[src/rtl/core/sdss_pkg.sv]
// ----------------------------------------------------------------------------
// sdss_pkg: shared definitions for the segment display serial sender
// Holds the symbol codes, command bytes and the digit to segment table.
// ----------------------------------------------------------------------------
`default_nettype none

package sdss_pkg;

  // Symbol codes carried in the low bits of out_tdata.
  typedef enum logic [1:0] {
    SYM_START = 2'd0,
    SYM_DATA  = 2'd1,
    SYM_ACK   = 2'd2,
    SYM_STOP  = 2'd3
  } sym_t;

  localparam logic [7:0] CMD_DATA_AUTO = 8'h40;
  localparam logic [7:0] CMD_ADDR_0    = 8'hC0;
  localparam logic [7:0] CMD_DISP_ON   = 8'h88;
  localparam logic [7:0] CMD_DISP_OFF  = 8'h80;
  localparam logic [7:0] CHAR_COLON    = 8'h3A;
  localparam logic [7:0] COLON_MASK    = 8'h80;
  localparam logic [7:0] LEVEL_MAX     = 8'd8;

  // Segment pattern for an ASCII digit; anything else is blank.
  function automatic logic [7:0] char_to_seg(input logic [7:0] ch);
    logic [7:0] seg;
    unique case (ch)
      8'h30:   seg = 8'h3F;
      8'h31:   seg = 8'h06;
      8'h32:   seg = 8'h5B;
      8'h33:   seg = 8'h4F;
      8'h34:   seg = 8'h66;
      8'h35:   seg = 8'h6D;
      8'h36:   seg = 8'h7D;
      8'h37:   seg = 8'h07;
      8'h38:   seg = 8'h7F;
      8'h39:   seg = 8'h6F;
      default: seg = 8'h00;
    endcase
    return seg;
  endfunction

endpackage

`default_nettype wire

[src/rtl/core/segment_display_serial_sender_core.sv]
// ----------------------------------------------------------------------------
// segment_display_serial_sender_core: two-wire display symbol sequencer
// Turns one show or brightness request into its bus symbol sequence.
// ----------------------------------------------------------------------------
// Usage:
//   The input channel takes one request word: tuser carries the action
//   (0 show, 1 brightness), tdata the level and the five characters.
//   The output channel gives one symbol word per transfer: start, data bit
//   (LSB first), ack slot after each byte, and stop; tlast marks the final
//   stop of the request.
//   A brightness request yields 11 words, a show request 58 words. The
//   sequencer shifts one bit of its 48-bit byte register per data symbol
//   and emits at most one word per cycle, holding while the receiver
//   stalls. After a request is accepted the sequencer enters its start
//   state and then registers the first word; it returns to idle as it
//   registers the final stop word.
//   in_tready is high whenever no request is in progress; the next request
//   can be taken while the final stop word still sits in the output
//   register.
//   Reset clears the sequencer and the output valid; no words are lost or
//   repeated when out_tready is held low, the sequencer simply waits.
// ----------------------------------------------------------------------------
`default_nettype none

module segment_display_serial_sender_core
  import sdss_pkg::*;
(
  input  wire logic        clk,
  input  wire logic        rst_n,
  input  wire logic        in_tvalid,
  output logic             in_tready,
  // [7:0] level, [15:8] char_0, [23:16] char_1, [31:24] char_mid,
  // [39:32] char_2, [47:40] char_3
  input  wire logic [47:0] in_tdata,
  // [0] action
  input  wire logic [0:0]  in_tuser,
  output logic             out_tvalid,
  input  wire logic        out_tready,
  // [1:0] symbol, [2] bit_value, [7:3] zero
  output logic [7:0]       out_tdata,
  output logic             out_tlast
);

  typedef enum logic [2:0] {
    ST_IDLE,
    ST_START,
    ST_DATA,
    ST_ACK,
    ST_STOP
  } state_t;

  state_t      state_r, state_nxt;
  logic [47:0] shift_r, shift_nxt;
  logic [2:0]  bit_cnt_r, bit_cnt_nxt;
  logic [2:0]  bytes_left_r, bytes_left_nxt;
  logic        second_r, second_nxt;
  logic        out_valid_r, out_valid_nxt;
  sym_t        out_sym_r, out_sym_nxt;
  logic        out_bit_r, out_bit_nxt;
  logic        out_last_r, out_last_nxt;

  logic        in_fire;
  logic        adv;
  logic [7:0]  level;
  logic [2:0]  level_m1;
  logic [7:0]  first_byte;
  logic [7:0]  seg1;

  assign in_tready = (state_r == ST_IDLE);
  assign in_fire   = in_tvalid && in_tready;
  assign adv       = !out_valid_r || out_tready;

  assign level    = in_tdata[7:0];
  // Levels 1 to 8 map to 0 to 7; larger requests saturate at the top level.
  assign level_m1 = (level > LEVEL_MAX) ? 3'd7 : (level[2:0] - 3'd1);
  assign seg1     = char_to_seg(in_tdata[23:16]) |
                    ((in_tdata[31:24] == CHAR_COLON) ? COLON_MASK : 8'h00);

  always_comb begin
    if (in_tuser[0]) begin
      first_byte = (level == 8'd0) ? CMD_DISP_OFF : (CMD_DISP_ON | {5'd0, level_m1});
    end else begin
      first_byte = CMD_DATA_AUTO;
    end
  end

  always_comb begin
    state_nxt      = state_r;
    shift_nxt      = shift_r;
    bit_cnt_nxt    = bit_cnt_r;
    bytes_left_nxt = bytes_left_r;
    second_nxt     = second_r;
    out_valid_nxt  = out_valid_r && !out_tready;
    out_sym_nxt    = out_sym_r;
    out_bit_nxt    = out_bit_r;
    out_last_nxt   = out_last_r;

    unique case (state_r)
      ST_IDLE: begin
        if (in_fire) begin
          shift_nxt      = {char_to_seg(in_tdata[47:40]), char_to_seg(in_tdata[39:32]),
                            seg1, char_to_seg(in_tdata[15:8]), CMD_ADDR_0, first_byte};
          second_nxt     = !in_tuser[0];
          bytes_left_nxt = 3'd0;
          state_nxt      = ST_START;
        end
      end
      ST_START: begin
        if (adv) begin
          out_valid_nxt = 1'b1;
          out_sym_nxt   = SYM_START;
          out_bit_nxt   = 1'b0;
          out_last_nxt  = 1'b0;
          bit_cnt_nxt   = 3'd0;
          state_nxt     = ST_DATA;
        end
      end
      ST_DATA: begin
        if (adv) begin
          out_valid_nxt = 1'b1;
          out_sym_nxt   = SYM_DATA;
          out_bit_nxt   = shift_r[0];
          out_last_nxt  = 1'b0;
          shift_nxt     = {1'b0, shift_r[47:1]};
          bit_cnt_nxt   = bit_cnt_r + 3'd1;
          if (bit_cnt_r == 3'd7) begin
            state_nxt = ST_ACK;
          end
        end
      end
      ST_ACK: begin
        if (adv) begin
          out_valid_nxt = 1'b1;
          out_sym_nxt   = SYM_ACK;
          out_bit_nxt   = 1'b1;
          out_last_nxt  = 1'b0;
          if (bytes_left_r == 3'd0) begin
            state_nxt = ST_STOP;
          end else begin
            bytes_left_nxt = bytes_left_r - 3'd1;
            state_nxt      = ST_DATA;
          end
        end
      end
      ST_STOP: begin
        if (adv) begin
          out_valid_nxt = 1'b1;
          out_sym_nxt   = SYM_STOP;
          out_bit_nxt   = 1'b0;
          out_last_nxt  = !second_r;
          if (second_r) begin
            // Address command plus four digit bytes follow in a new transaction.
            second_nxt     = 1'b0;
            bytes_left_nxt = 3'd4;
            state_nxt      = ST_START;
          end else begin
            state_nxt = ST_IDLE;
          end
        end
      end
      default: begin
        state_nxt = ST_IDLE;
      end
    endcase
  end

  always_ff @(posedge clk) begin
    if (!rst_n) begin
      state_r     <= ST_IDLE;
      out_valid_r <= 1'b0;
      second_r    <= 1'b0;
    end else begin
      state_r     <= state_nxt;
      out_valid_r <= out_valid_nxt;
      second_r    <= second_nxt;
    end
    shift_r      <= shift_nxt;
    bit_cnt_r    <= bit_cnt_nxt;
    bytes_left_r <= bytes_left_nxt;
    out_sym_r    <= out_sym_nxt;
    out_bit_r    <= out_bit_nxt;
    out_last_r   <= out_last_nxt;
  end

  assign out_tvalid = out_valid_r;
  assign out_tdata  = {5'd0, out_bit_r, out_sym_r};
  assign out_tlast  = out_last_r;

endmodule

`default_nettype wire

[config.mk]
export PLATFORM = sky130hd
export DESIGN_NAME = segment_display_serial_sender_core
export DESIGN_NICKNAME = d
export VERILOG_FILES = /design/src/rtl/core/sdss_pkg.sv /design/src/rtl/core/segment_display_serial_sender_core.sv
export SDC_FILE = /design/constraint.sdc
export NUM_CORES = 1
export LEC_CHECK = 0
export ABC_AREA = 0
export CORE_AREA = 2 2 102 104
export CTS_CLUSTER_DIAMETER = 120
export CTS_CLUSTER_SIZE = 25
export DETAILED_ROUTE_END_ITERATION = 10
export DIE_AREA = 0 0 104 106
export DONT_BUFFER_PORTS = 1
export GPL_TIMING_DRIVEN = 1
export PLACE_DENSITY_LB_ADDON = 0.25
export SYNTH_ARGS = -nofsm -noshare
export SYNTH_HDL_FRONTEND = slang
export SYNTH_SLANG_ARGS = --single-unit
[constraint.sdc]
create_clock -name clk -period 34.6 [get_ports clk]
set_input_delay 10.38 -clock clk [delete_from_list [all_inputs] [get_ports clk]]
set_output_delay 10.38 -clock clk [all_outputs]
set_load 0.05 [all_outputs]
==> impl_metrics.yaml <==
floorplanning:
  io_pins: 64
  fp.dieArea_sq_um: 11000
  die_h_microns: 106
  start_util: 0.343
  die_w_microns: 104
  rows: 37
  core_area_sq_um: 10000
clock_network:
  h-tree-depth: 3
  cts.clk_slew.worst_paths_ns: 0.08
  post_cts_buffers: 0
  ctsRootBufferMaster: "clkbuf_8"
  insertion_delay_ns: 0.33
  clock_sinks: 62
  cts_hold_buf: 0
  cts_buffers: 9
  tritoncts: "yes"
  cts_resized: 0
  cts.path.max_buffers: 2
setup_path:
  crit_type: "reg -> out"
  critPathArrivalTime_ns: 1.44
  critPathCaptureType: "output pin"
  cp.required_ns: 24.22
  worst-path-max-fanout: 17
  cp-start-kind: "flop"
sta:
  worst_pin_slew_ns: 0.902
  slew_violations: 0
  clock_skew_ns: 0.0105
  relSlewSlack: 0.398
  period_needed_ns: 11.82
  finalHoldViolations: 0
  setup_viol: 0
  max_freq_mhz: 84.6
  fin_setup_tns_ns: 0
  rsz0062_at_grt: "false"
  timing.final.crit_share: 0.342
finish:
  diodes: 0
  syn_to_final_growth_pct: 7.52
  fin_area_sq_um: 3690
  stdcell_count: 458
  fin_nets: 376
  drive_above_1_share: 0.0807
placement:
  dp_hpwl_microns: 4170
  dp_cells: 442
  port_buffers: 0
  dpl_cell_area_sq_um: 3490
  gp_congestion: 0.753
logic_synthesis:
  synthMuxAreaShare: 0.00620
  synth_edf_count: 57
  yosysMostFrequentCell: "edfxtp_1"
  async_reset_ff_frac: 0
  synthSimpleGateAreaFrac: 0.196
  synth_top_area_share: 0.499
  synth_common_cells: "edfxtp_1, nand2_1, nor2_1, and2_1, o21ai_0"
  ys_seq_area_frac: 0.528
  synth_compound_area_frac: 0.184
  synth_top_family_by_area: "simple AND/OR/NAND/NOR gates"
  synth_top_cell_by_area: "edfxtp_1"
  synth_cell_types: 52
  yosysWarnings: 0
  synthAdderAreaFrac: 0.0219
  synth_ff_type: "edfxtp_1"
  netlist_top_cells_area: "edfxtp_1, nand2_1, nor2_1"
  syn_area_per_cell_sq_um: 10.4
  synthCells: 329
  synth_area_sq_um: 3430
  synth-xor-area-share: 0.00766
  synth-seq-cells: 62
power_and_ir_drop:
  seq_power_share: 0.536
  p_switching_mw: 0.0606
  combinationalPowerShare: 0.154
  power.density_nw_per_um2: 55.4
  leakagePower_nw: 1.30
  p_total_mw: 0.204
  intPower_mw: 0.144
  p_sw_frac: 0.297
  ir_drop_mv: 0.0207
  pwr-share-clk: 0.310
drt:
  drc: 0
  drtAntennaViolNets: 0
  drt_iter0_markers: 148
  drtPass1Iterations: 4
  wl_per_cell_microns: 13.7
  vias: 2381
  routed_wl_microns: 6270
  via_per_inst: 5.20
global_routing:
  grt_start_max_net_pins: 48
  grt_pass1_vias: 2181
  met1_usage: 0.158
  antenna_found_initial: 0
  grtUsageMet2: 0.181
  grt.busiest_layer: "met2"
  grt_pass1_wl_microns: 10500
  grt_use_total: 0.120
  gr-total-overflow: 0
  use_met3: 0.0386
outcome:
  outcome: "finished, final reports clean"
hold_path:
  hp-class: "reg -> reg"
job:
  maxCapViolCount: 0
-- stage by stage --
| step | worst slack [ns] | hold WS, ns | util |
|---|---|---|---|
| 6_report | 22.78 | 0.500 | 0.369 |
| 2_1_floorplan | 16.03 | 0.477 | - |
| 4_1_cts | 22.75 | 0.504 | 0.369 |
| 5_1_grt | 22.66 | 0.508 | 0.369 |
| 3_5_place_dp | 22.79 | 0.487 | 0.349 |
| 3_3_place_gp | 22.81 | 0.488 | 0.349 |
-- worst max-delay path: stages, from the launching register on --
cell	delay [ns]
dfxtp_1	0.75
nor3_1	0.13
buf_4	0.22
-- per-layer routing --
layer | part of all wire | vias up
met4 | 0.013 | 0
li1 | - | 1178
met2 | 0.44 | 68
met3 | 0.056 | 7
met5 | 0 | -
met1 | 0.49 | 1128
-- cell usage in the layout, fill, tap and decap left out, drive strengths merged, types with 5 or more instances in the layout --
master,count
nor2,28
nand2,46
nand2b,13
conb,5
edfxtp,57
a21oi,13
a211oi,5
clkbuf,9
o21ai,18
nor2b,8
dfxtp,5
ha,6
a21o,5
inv,8
and2,16
o31ai,12
-- cell type report --
| cell class | instances | area, sq um |
|---|---|---|
| fill | 1004 | 6310 |
| timing repair buffer | 3 | 22.5 |
| multi-input combinational | 234 | 1460 |
| sequential | 62 | 1810 |
| clock inverter | 7 | 73.8 |
| inverter | 7 | 26.3 |
| tap | 136 | 170 |
| clock buffer | 9 | 124 |
-- registers in the layout, summed over array words and instances, names as in the netlist --
signal        flops
out_bit_r         1
out_tvalid        1
out_tlast         1
bit_cnt_r         3
bytes_left_r      3
shift_r          47
second_r          1
state_r           3
out_sym_r         2
-- power groups by stage --
stage                     logic [mW]  clock network [mW]  registers (mW)
after floorplan               0.0301                   0           0.110
after global placement        0.0315                   0           0.111
after detailed placement      0.0320                   0           0.111
after CTS                     0.0322              0.0656           0.110
after global routing          0.0361              0.0692           0.111
final                         0.0314              0.0634           0.109
-- logic make-up (layout without fill, tap and decap cells) --
group                    after synthesis  in the layout
AO/OA/AOI/OAI                         86             86
multiplexers                           2              2
XOR/XNOR                               3              3
buffers and inverters                 37             26
AND/OR/NAND/NOR                      132            132
other                                  1              5
adder cells (fa/ha/maj)                6              6
flip-flops                            62             62
-- path summary, 6_finish.rpt --
check	start	end	slack, ns	depth (start not counted)
setup / recovery	state_r[2]	in_tready	22.78	2
hold reg to reg	shift_r[15]	shift_r[14]	0.50	1
setup reg to reg	state_r[1]	shift_r[33]	31.99	4
hold / removal	shift_r[15]	shift_r[14]	0.50	1
No activity file was read; power rests on OpenSTA's default activity.
